==> src/sv/sha1md_pkg.sv <==
package sha1md_pkg;

	localparam int unsigned NumWords = 5;
	localparam int unsigned WinWords = 16;
	localparam int unsigned Rounds   = 80;
	localparam int unsigned RndW     = $clog2(Rounds);
	localparam int unsigned IdxW     = 3;

	localparam logic [31:0] K0 = 32'h5A827999;
	localparam logic [31:0] K1 = 32'h6ED9EBA1;
	localparam logic [31:0] K2 = 32'h8F1BBCDC;
	localparam logic [31:0] K3 = 32'hCA62C1D6;

	localparam logic [31:0] H0 = 32'h67452301;
	localparam logic [31:0] H1 = 32'hEFCDAB89;
	localparam logic [31:0] H2 = 32'h98BADCFE;
	localparam logic [31:0] H3 = 32'h10325476;
	localparam logic [31:0] H4 = 32'hC3D2E1F0;

	localparam logic [7:0] PadMark = 8'h80;

	// Round groups of twenty rounds each.
	typedef enum logic [1:0] {
		PH_CHOOSE = 2'd0,
		PH_PARITY = 2'd1,
		PH_MAJOR  = 2'd2,
		PH_LATE   = 2'd3
	} phase_t;

	// Source of the byte shifted into the block window.
	typedef enum logic [1:0] {
		SRC_MSG  = 2'd0,
		SRC_PAD  = 2'd1,
		SRC_ZERO = 2'd2,
		SRC_LEN  = 2'd3
	} src_t;

	typedef struct packed {
		logic            shift;
		src_t            src;
		logic            count_len;
		logic            load;
		logic            round;
		phase_t          phase;
		logic            fin;
		logic            reinit;
		logic [IdxW-1:0] word_sel;
	} dp_cmd_t;

	typedef struct packed {
		logic last_slot;
		logic at_len;
	} dp_stat_t;

	function automatic logic [31:0] init_word(input logic [IdxW-1:0] idx);
		logic [31:0] r;
		case (idx)
			3'd0:    r = H0;
			3'd1:    r = H1;
			3'd2:    r = H2;
			3'd3:    r = H3;
			default: r = H4;
		endcase
		return r;
	endfunction

	function automatic logic [31:0] round_k(input phase_t ph);
		logic [31:0] r;
		case (ph)
			PH_CHOOSE: r = K0;
			PH_PARITY: r = K1;
			PH_MAJOR:  r = K2;
			default:   r = K3;
		endcase
		return r;
	endfunction

	function automatic logic [31:0] round_f(input phase_t ph, input logic [31:0] b,
		input logic [31:0] c, input logic [31:0] d);
		logic [31:0] r;
		case (ph)
			PH_CHOOSE: r = (b & c) | (~b & d);
			PH_MAJOR:  r = (b & c) | (b & d) | (c & d);
			default:   r = b ^ c ^ d;
		endcase
		return r;
	endfunction

endpackage

==> src/sv/sha1md_if.sv <==
interface sha1md_in_if;
	logic       valid;
	logic       ready;
	logic [7:0] msg_byte;
	logic       byte_present;
	logic       end_of_message;

	modport source(output valid, output msg_byte, output byte_present,
		output end_of_message, input ready);
	modport sink(input valid, input msg_byte, input byte_present,
		input end_of_message, output ready);
endinterface

interface sha1md_out_if;
	logic        valid;
	logic        ready;
	logic [31:0] digest_word;
	logic [2:0]  word_index;
	logic        last_word;

	modport source(output valid, output digest_word, output word_index,
		output last_word, input ready);
	modport sink(input valid, input digest_word, input word_index,
		input last_word, output ready);
endinterface

==> src/sv/sha1md_dp.sv <==
module sha1md_dp (
	input  logic                clk,
	input  logic                arst_n,
	input  sha1md_pkg::dp_cmd_t cmd,
	input  logic [7:0]          msg_byte,
	output sha1md_pkg::dp_stat_t stat,
	output logic [31:0]         digest_word
);

	logic [6:0]  fill_q;
	logic [63:0] len_q;
	logic [31:0] chain_q [sha1md_pkg::NumWords];
	logic [31:0] rv_q    [sha1md_pkg::NumWords];
	logic [31:0] win_q   [sha1md_pkg::WinWords];

	logic [7:0]  byte_d;
	logic [7:0]  len_byte;
	logic [31:0] w_mix;
	logic [31:0] w_new;
	logic [31:0] tmp;

	// Length bytes go out most significant first; fill positions 56..63 pick them.
	assign len_byte = 8'(len_q >> {~fill_q[2:0], 3'b000});

	always_comb begin
		case (cmd.src)
			sha1md_pkg::SRC_MSG:  byte_d = msg_byte;
			sha1md_pkg::SRC_PAD:  byte_d = sha1md_pkg::PadMark;
			sha1md_pkg::SRC_ZERO: byte_d = 8'h00;
			default:              byte_d = len_byte;
		endcase
	end

	// The window holds W[t..t+15]; the word appended each round is W[t+16].
	assign w_mix = win_q[13] ^ win_q[8] ^ win_q[2] ^ win_q[0];
	assign w_new = {w_mix[30:0], w_mix[31]};

	assign tmp = {rv_q[0][26:0], rv_q[0][31:27]}
		+ sha1md_pkg::round_f(cmd.phase, rv_q[1], rv_q[2], rv_q[3])
		+ rv_q[4] + win_q[0] + sha1md_pkg::round_k(cmd.phase);

	assign stat.last_slot = (fill_q == 7'd63);
	assign stat.at_len    = (fill_q == 7'd56);
	assign digest_word    = chain_q[cmd.word_sel];

	always_ff @(posedge clk or negedge arst_n) begin
		if (!arst_n) begin
			fill_q <= '0;
			len_q  <= '0;
			for (int i = 0; i < sha1md_pkg::NumWords; i++) begin
				chain_q[i] <= sha1md_pkg::init_word(3'(i));
			end
		end else begin
			if (cmd.shift) begin
				fill_q <= fill_q + 7'd1;
			end else if (cmd.fin || cmd.reinit) begin
				fill_q <= '0;
			end
			if (cmd.reinit) begin
				len_q <= '0;
			end else if (cmd.count_len) begin
				len_q <= len_q + 64'd8;
			end
			for (int i = 0; i < sha1md_pkg::NumWords; i++) begin
				if (cmd.reinit) begin
					chain_q[i] <= sha1md_pkg::init_word(3'(i));
				end else if (cmd.fin) begin
					chain_q[i] <= chain_q[i] + rv_q[i];
				end
			end
		end
	end

	always_ff @(posedge clk) begin
		if (cmd.shift) begin
			for (int i = 0; i < sha1md_pkg::WinWords - 1; i++) begin
				win_q[i] <= {win_q[i][23:0], win_q[i+1][31:24]};
			end
			win_q[sha1md_pkg::WinWords-1] <= {win_q[sha1md_pkg::WinWords-1][23:0], byte_d};
		end else if (cmd.round) begin
			for (int i = 0; i < sha1md_pkg::WinWords - 1; i++) begin
				win_q[i] <= win_q[i+1];
			end
			win_q[sha1md_pkg::WinWords-1] <= w_new;
		end
		if (cmd.load) begin
			for (int i = 0; i < sha1md_pkg::NumWords; i++) begin
				rv_q[i] <= chain_q[i];
			end
		end else if (cmd.round) begin
			rv_q[0] <= tmp;
			rv_q[1] <= rv_q[0];
			rv_q[2] <= {rv_q[1][1:0], rv_q[1][31:2]};
			rv_q[3] <= rv_q[2];
			rv_q[4] <= rv_q[3];
		end
	end

endmodule

==> src/sv/sha1md_ctrl.sv <==
module sha1md_ctrl (
	input  logic                clk,
	input  logic                arst_n,
	input  logic                in_valid,
	input  logic                byte_present,
	input  logic                end_of_message,
	output logic                in_ready,
	output logic                out_valid,
	input  logic                out_ready,
	output logic [2:0]          word_index,
	output logic                last_word,
	output sha1md_pkg::dp_cmd_t cmd,
	input  sha1md_pkg::dp_stat_t stat
);

	typedef enum logic [7:0] {
		S_IDLE  = 8'b0000_0001,
		S_PAD80 = 8'b0000_0010,
		S_PADZ  = 8'b0000_0100,
		S_LEN   = 8'b0000_1000,
		S_LOAD  = 8'b0001_0000,
		S_COMP  = 8'b0010_0000,
		S_FIN   = 8'b0100_0000,
		S_OUT   = 8'b1000_0000
	} state_t;

	localparam logic [sha1md_pkg::RndW-1:0] LastRnd = sha1md_pkg::RndW'(sha1md_pkg::Rounds - 1);
	localparam logic [2:0] LastIdx = 3'(sha1md_pkg::NumWords - 1);

	state_t state_q, state_d;
	state_t ret_q, ret_d;
	logic [sha1md_pkg::RndW-1:0] rnd_q;
	logic [2:0] widx_q;
	logic       out_done;

	assign in_ready   = (state_q == S_IDLE);
	assign out_valid  = (state_q == S_OUT);
	assign word_index = widx_q;
	assign last_word  = (widx_q == LastIdx);
	assign out_done   = out_valid && out_ready && (widx_q == LastIdx);

	always_comb begin
		state_d      = state_q;
		ret_d        = ret_q;
		cmd          = '0;
		cmd.src      = sha1md_pkg::SRC_MSG;
		cmd.word_sel = widx_q;
		if (rnd_q < 7'd20) begin
			cmd.phase = sha1md_pkg::PH_CHOOSE;
		end else if (rnd_q < 7'd40) begin
			cmd.phase = sha1md_pkg::PH_PARITY;
		end else if (rnd_q < 7'd60) begin
			cmd.phase = sha1md_pkg::PH_MAJOR;
		end else begin
			cmd.phase = sha1md_pkg::PH_LATE;
		end
		case (state_q)
			S_IDLE: begin
				if (in_valid) begin
					if (byte_present) begin
						cmd.shift     = 1'b1;
						cmd.count_len = 1'b1;
					end
					// A byte that fills the block is compressed before any padding.
					if (byte_present && stat.last_slot) begin
						state_d = S_LOAD;
						ret_d   = end_of_message ? S_PAD80 : S_IDLE;
					end else if (end_of_message) begin
						state_d = S_PAD80;
					end
				end
			end
			S_PAD80: begin
				cmd.shift = 1'b1;
				cmd.src   = sha1md_pkg::SRC_PAD;
				ret_d     = S_PADZ;
				state_d   = stat.last_slot ? S_LOAD : S_PADZ;
			end
			S_PADZ: begin
				if (stat.at_len) begin
					state_d = S_LEN;
				end else begin
					cmd.shift = 1'b1;
					cmd.src   = sha1md_pkg::SRC_ZERO;
					if (stat.last_slot) begin
						state_d = S_LOAD;
						ret_d   = S_PADZ;
					end
				end
			end
			S_LEN: begin
				cmd.shift = 1'b1;
				cmd.src   = sha1md_pkg::SRC_LEN;
				if (stat.last_slot) begin
					state_d = S_LOAD;
					ret_d   = S_OUT;
				end
			end
			S_LOAD: begin
				cmd.load = 1'b1;
				state_d  = S_COMP;
			end
			S_COMP: begin
				cmd.round = 1'b1;
				if (rnd_q == LastRnd) begin
					state_d = S_FIN;
				end
			end
			S_FIN: begin
				cmd.fin = 1'b1;
				state_d = ret_q;
			end
			S_OUT: begin
				if (out_done) begin
					cmd.reinit = 1'b1;
					state_d    = S_IDLE;
				end
			end
			default: begin
				state_d = S_IDLE;
			end
		endcase
	end

	always_ff @(posedge clk or negedge arst_n) begin
		if (!arst_n) begin
			state_q <= S_IDLE;
			ret_q   <= S_IDLE;
			rnd_q   <= '0;
			widx_q  <= '0;
		end else begin
			state_q <= state_d;
			ret_q   <= ret_d;
			if (state_q == S_COMP && rnd_q != LastRnd) begin
				rnd_q <= rnd_q + sha1md_pkg::RndW'(1);
			end else begin
				rnd_q <= '0;
			end
			if (out_valid && out_ready) begin
				widx_q <= (widx_q == LastIdx) ? 3'd0 : widx_q + 3'd1;
			end
		end
	end

endmodule

==> src/sv/sha1_message_digest.sv <==
// SHA-1 digest engine. Each input item carries at most one message byte; end_of_message
// closes the message, after which the five digest words h0..h4 leave as five output items
// (word_index 0..4, last_word on h4) and the engine starts over on a fresh message. A byte
// item is taken while the engine is idle. Every 64th byte starts a compression (one load,
// 80 rounds on the single round unit, one chaining add) during which no item is accepted.
// Closing a message shifts the padding and length into the block one byte per cycle while
// no compression runs, with a pause in the zero-padding state on reaching the length field,
// runs one or two compressions, then presents the digest words one per cycle as the sink
// takes them; no new item is accepted until h4 is taken.
module sha1_message_digest (
	input logic clk,
	input logic arst_n,
	sha1md_in_if.sink     msg_in,
	sha1md_out_if.source  digest_out
);

	sha1md_pkg::dp_cmd_t  cmd;
	sha1md_pkg::dp_stat_t stat;

	sha1md_ctrl u_ctrl (
		.clk            (clk),
		.arst_n         (arst_n),
		.in_valid       (msg_in.valid),
		.byte_present   (msg_in.byte_present),
		.end_of_message (msg_in.end_of_message),
		.in_ready       (msg_in.ready),
		.out_valid      (digest_out.valid),
		.out_ready      (digest_out.ready),
		.word_index     (digest_out.word_index),
		.last_word      (digest_out.last_word),
		.cmd            (cmd),
		.stat           (stat)
	);

	sha1md_dp u_dp (
		.clk         (clk),
		.arst_n      (arst_n),
		.cmd         (cmd),
		.msg_byte    (msg_in.msg_byte),
		.stat        (stat),
		.digest_word (digest_out.digest_word)
	);

endmodule
==> src/flat_wrapper.sv <==
// flat-port wrapper written by rule: the top's interface ports become plain ports
module sha1_message_digest_flat 
  (clk, arst_n, msg_in_valid, msg_in_msg_byte, msg_in_byte_present, msg_in_end_of_message, msg_in_ready, digest_out_valid, digest_out_digest_word, digest_out_word_index, digest_out_last_word, digest_out_ready);
  sha1md_in_if msg_in_i ();
  sha1md_out_if digest_out_i ();
  input logic clk;
  input logic arst_n;
  input wire logic [$bits(msg_in_i.valid)-1:0] msg_in_valid;
  input wire logic [$bits(msg_in_i.msg_byte)-1:0] msg_in_msg_byte;
  input wire logic [$bits(msg_in_i.byte_present)-1:0] msg_in_byte_present;
  input wire logic [$bits(msg_in_i.end_of_message)-1:0] msg_in_end_of_message;
  output wire logic [$bits(msg_in_i.ready)-1:0] msg_in_ready;
  output wire logic [$bits(digest_out_i.valid)-1:0] digest_out_valid;
  output wire logic [$bits(digest_out_i.digest_word)-1:0] digest_out_digest_word;
  output wire logic [$bits(digest_out_i.word_index)-1:0] digest_out_word_index;
  output wire logic [$bits(digest_out_i.last_word)-1:0] digest_out_last_word;
  input wire logic [$bits(digest_out_i.ready)-1:0] digest_out_ready;
  assign msg_in_i.valid = msg_in_valid;
  assign msg_in_i.msg_byte = msg_in_msg_byte;
  assign msg_in_i.byte_present = msg_in_byte_present;
  assign msg_in_i.end_of_message = msg_in_end_of_message;
  assign msg_in_ready = msg_in_i.ready;
  assign digest_out_valid = digest_out_i.valid;
  assign digest_out_digest_word = digest_out_i.digest_word;
  assign digest_out_word_index = digest_out_i.word_index;
  assign digest_out_last_word = digest_out_i.last_word;
  assign digest_out_i.ready = digest_out_ready;
  sha1_message_digest u_core (.clk(clk), .arst_n(arst_n), .msg_in(msg_in_i), .digest_out(digest_out_i));
endmodule
==> config.mk <==
export PLATFORM = sky130hd
export DESIGN_NAME = sha1_message_digest_flat
export DESIGN_NICKNAME = d
export VERILOG_FILES = /design/src/sv/sha1md_pkg.sv /design/src/sv/sha1md_if.sv /design/src/sv/sha1md_dp.sv /design/src/sv/sha1md_ctrl.sv /design/src/sv/sha1_message_digest.sv /design/src/flat_wrapper.sv
export SDC_FILE = /design/constraint.sdc
export NUM_CORES = 2
export LEC_CHECK = 0
export ABC_CLOCK_PERIOD_IN_PS = 13800
export BUFFER_PORTS_ARGS = -buffer_cell sky130_fd_sc_hd__buf_4
export CAP_MARGIN = 20
export CORE_MARGIN = 5
export CORE_UTILIZATION = 50
export CTS_BUF_LIST = sky130_fd_sc_hd__clkbuf_2
export CTS_CLUSTER_DIAMETER = 120
export DETAILED_ROUTE_END_ITERATION = 6
export PLACE_DENSITY = 0.73
export SLEW_MARGIN = 20
export SYNTH_ARGS = -nofsm -noshare
export SYNTH_HDL_FRONTEND = slang
export SYNTH_SLANG_ARGS = --single-unit
==> constraint.sdc <==
create_clock -name clk -period 13.8 [get_ports clk]
set_clock_uncertainty 0.2 [all_clocks]
set_input_delay 0.69 -clock clk [delete_from_list [all_inputs] [get_ports clk]]
set_output_delay 0.69 -clock clk [all_outputs]
set_load 0.01 [all_outputs]
==> results.cfg <==
[logic_synthesis]
synthTopCellsByCount = 2061 x nand2_1, 672 x edfxtp_1, 296 x o21ai_0, 252 x a21oi_1, 252 x inv_1
synth_cells = 5713
synth_cell_type_count = 88
synth_top_cell_area_share = 0.374
synth-edff-count = 672
synth_fp_nets = 6054
synth_area_um2 = 54000
yosysSeqAreaShare = 0.492
synthArstFlopShare = 0.271
synth_area_per_cell_um2 = 9.45
synth_top_area_cell = edfxtp_1
synth.most_common_cell = nand2_1
synth.area.top_cells = edfxtp_1 37%, nand2_1 14%, dfrtp_1 7.8%
synth-seq-cells = 922
ys.flop_type = edfxtp_1
synth.yosys.warnings = 0

[cts]
clock-sinks = 922
cts_max_level = 4
cts_root_buffer = clkbuf_2
cts_buffers = 232
clk_pin_slew_worst_paths_ns = 0.10
clockBufferDepth = 3
clock_latency_ns = 1.69
cts_tree = built

[placed_design]
placed_cells = 6947
hpwl_um = 98500
io_buffers = 51
gp_congestion = 0.962
post-place-ws_ns = 5.82

[route]
wl_per_cell_um = 19.5
totalWireLength_um = 145000
firstDrtPassIters = 5
drcViolationCount = 0
viasPerCell = 5.69
postRouteAntennaNets = 0
vias = 42200
drt_iter0_markers = 4127

[pwr]
power.total_mw = 8.36
peakVddDrop_mv = 0.149
leakage_nw = 26.2
p_per_area_nw_per_um2 = 144

[grt]
grt_overflow = 0
grtUsageMet2 = 0.382
grtUsageMet1 = 0.339
grt_use_total = 0.247
busiest_layer = met2
antenna_found_initial = 2
grt_pass1_wl_um = 227000
grt_max_degree = 202
grt_pass1_vias = 40900
grtUsageMet3 = 0.0490

[floorplan]
die_h_um = 339
core_um2 = 107000
die_w_um = 339
start_util = 0.503
die-area_um2 = 115000
pin_count = 52
rows = 120

[timing]
rsz0062_at_grt = false
maxSlewViolCount = 0
setup_violations = 0
finalHoldViolCount = 0
fmax_mhz = 123
worst_pin_slew_ns = 1.15
slew_headroom = 0.234
setup_tns_ns = 0
fin_crit_ns = 8.16
timing.final.crit_share = 0.591
setup_slack_ns = 5.64

[finish]
area_delta_synth_final_pct = 7.79
drive_above_1_share = 0.109
instances_no_fill = 7416
fillers = 9584
finalNetCount = 6149

[worst_setup_path]
worst-endpoint-required_ns = 14.85
start_kind = flip-flop
endpoint_kind = flip-flop
cp.arrival_ns = 9.20
cp_max_fo = 67
critPathKind = reg2reg

[hold_path]
min_path_type = in2reg

[run]
max_cap_violations = 0

[status]
status = completed
==> stage by stage <==
step / hold WS (ns) / area, um2 / utilization
2_1_floorplan: 0.194 / 54000 / -
3_3_place_gp: 0.260 / 55600 / 0.518
3_5_place_dp: 0.266 / 55600 / 0.518
4_1_cts: 0.0425 / 58100 / 0.542
5_1_grt: 0.103 / 58200 / 0.543
6_report: 0.207 / 58200 / 0.543
==> sequential cells by signal, indices dropped and copies added, names as in the netlist <==
| name | count |
|---|---|
| u_core.u_ctrl.ret_q | 4 |
| u_core.u_ctrl.rnd_q | 7 |
| u_core.u_ctrl.state_q | 8 |
| u_core.u_ctrl.word_index | 3 |
| u_core.u_dp.chain_q | 160 |
| u_core.u_dp.fill_q | 7 |
| u_core.u_dp.len_q | 61 |
| u_core.u_dp.rv_q | 160 |
| u_core.u_dp.win_q | 512 |
==> path summary, 6_finish.rpt <==
path / start / end / slack, ns / cells after the start
max in group asynchronous: arst_n / u_core.u_dp.len_q[10] / 12.18 / 4
max reg2reg: u_core.u_ctrl.rnd_q[5] / u_core.u_dp.rv_q[0][28] / 5.64 / 27
min reg2reg: u_core.u_dp.win_q[1][149] / u_core.u_dp.win_q[1][157] / 0.23 / 2
min in group asynchronous: arst_n / u_core.u_dp.chain_q[15] / 0.29 / 3
min: msg_in_msg_byte[7] / u_core.u_dp.win_q[1][231] / 0.21 / 6
max: u_core.u_ctrl.rnd_q[5] / u_core.u_dp.rv_q[0][28] / 5.64 / 27
==> where the power goes <==
part           internal [mW]  switching (mW)  total [mW]  leakage (nW)
clock network          0.775            1.20        1.98          1.71
registers               3.94           0.410        4.35          9.47
logic                  0.710            1.32        2.03          15.1
==> layer usage <==
metal	up-vias	wire length, um	share of wire
li1	19700	-	-
met1	20400	61400	0.42
met2	1629	65800	0.46
met3	389	10800	0.075
met4	0	6660	0.046
met5	-	0	0
==> worst max-delay path, cell delays in order (launching register included) <==
cell and delay (ns):
dfrtp_1 0.43, inv_1 0.11, o21ai_0 0.17, o21ai_0 0.21
a221oi_4 0.33, buf_4 0.56, ha_1 0.65, buf_4 0.40
nand2_1 0.09, o211ai_1 0.09, o21ai_0 0.14, fa_1 0.54
inv_1 0.06, fa_1 0.54, inv_1 0.06, fa_1 0.52
inv_1 0.04, ha_1 0.34, nand2_1 0.09, nor3_1 0.39
nand2_1 0.10, o31ai_1 0.52, a21oi_1 0.27, o32ai_1 0.53
o21ai_0 0.14, nand2b_1 0.10, xnor2_1 0.11, o21ai_0 0.08
==> cell families after synthesis <==
logic type | after synthesis | share of synthesized area
buf+inv | 512 | 0.0358
xor+xnor | 319 | 0.0518
flops | 922 | 0.492
fa+ha+maj | 327 | 0.0932
mux | 98 | 0.0289
compound gates | 870 | 0.0980
simple gates | 2665 | 0.201
==> layout make-up <==
type | count | area, um2 | share of cell area
tap | 1403 | 1760 | 0.0302
clock inverter | 69 | 425 | 0.00731
antenna | 6 | 15.0 | 0.000258
sequential | 922 | 26500 | 0.456
multi-input combinational | 4279 | 25600 | 0.440
clock buffer | 364 | 1820 | 0.0313
inverter | 252 | 946 | 0.0163
timing repair buffer | 121 | 1080 | 0.0185
==> cells in the final DEF, fill, tap and decap left out, drive strengths merged, types with 40 or more instances in the layout <==
| cell | count |
|---|---|
| ha | 202 |
| dfrtp | 168 |
| nand2 | 2061 |
| a21oi | 255 |
| buf | 93 |
| inv | 259 |
| nand3 | 93 |
| clkbuf | 364 |
| xor2 | 130 |
| mux4 | 45 |
| clkinv | 57 |
| dfstp | 82 |
| fa | 125 |
| xnor2 | 189 |
| o21ai | 302 |
| mux2i | 40 |
| nor3 | 60 |
| edfxtp | 672 |
| nor2 | 240 |
| a21o | 87 |
==> repair_timing <==
| action | CTS | global route |
|---|---|---|
| hold buffers | 29 | 0 |
| gates resized for setup | 0 | 0 |
| hold endpoints to repair | 388 | 0 |
| buffers inserted | 0 | 0 |
No activity file was read; power rests on OpenSTA's default activity.
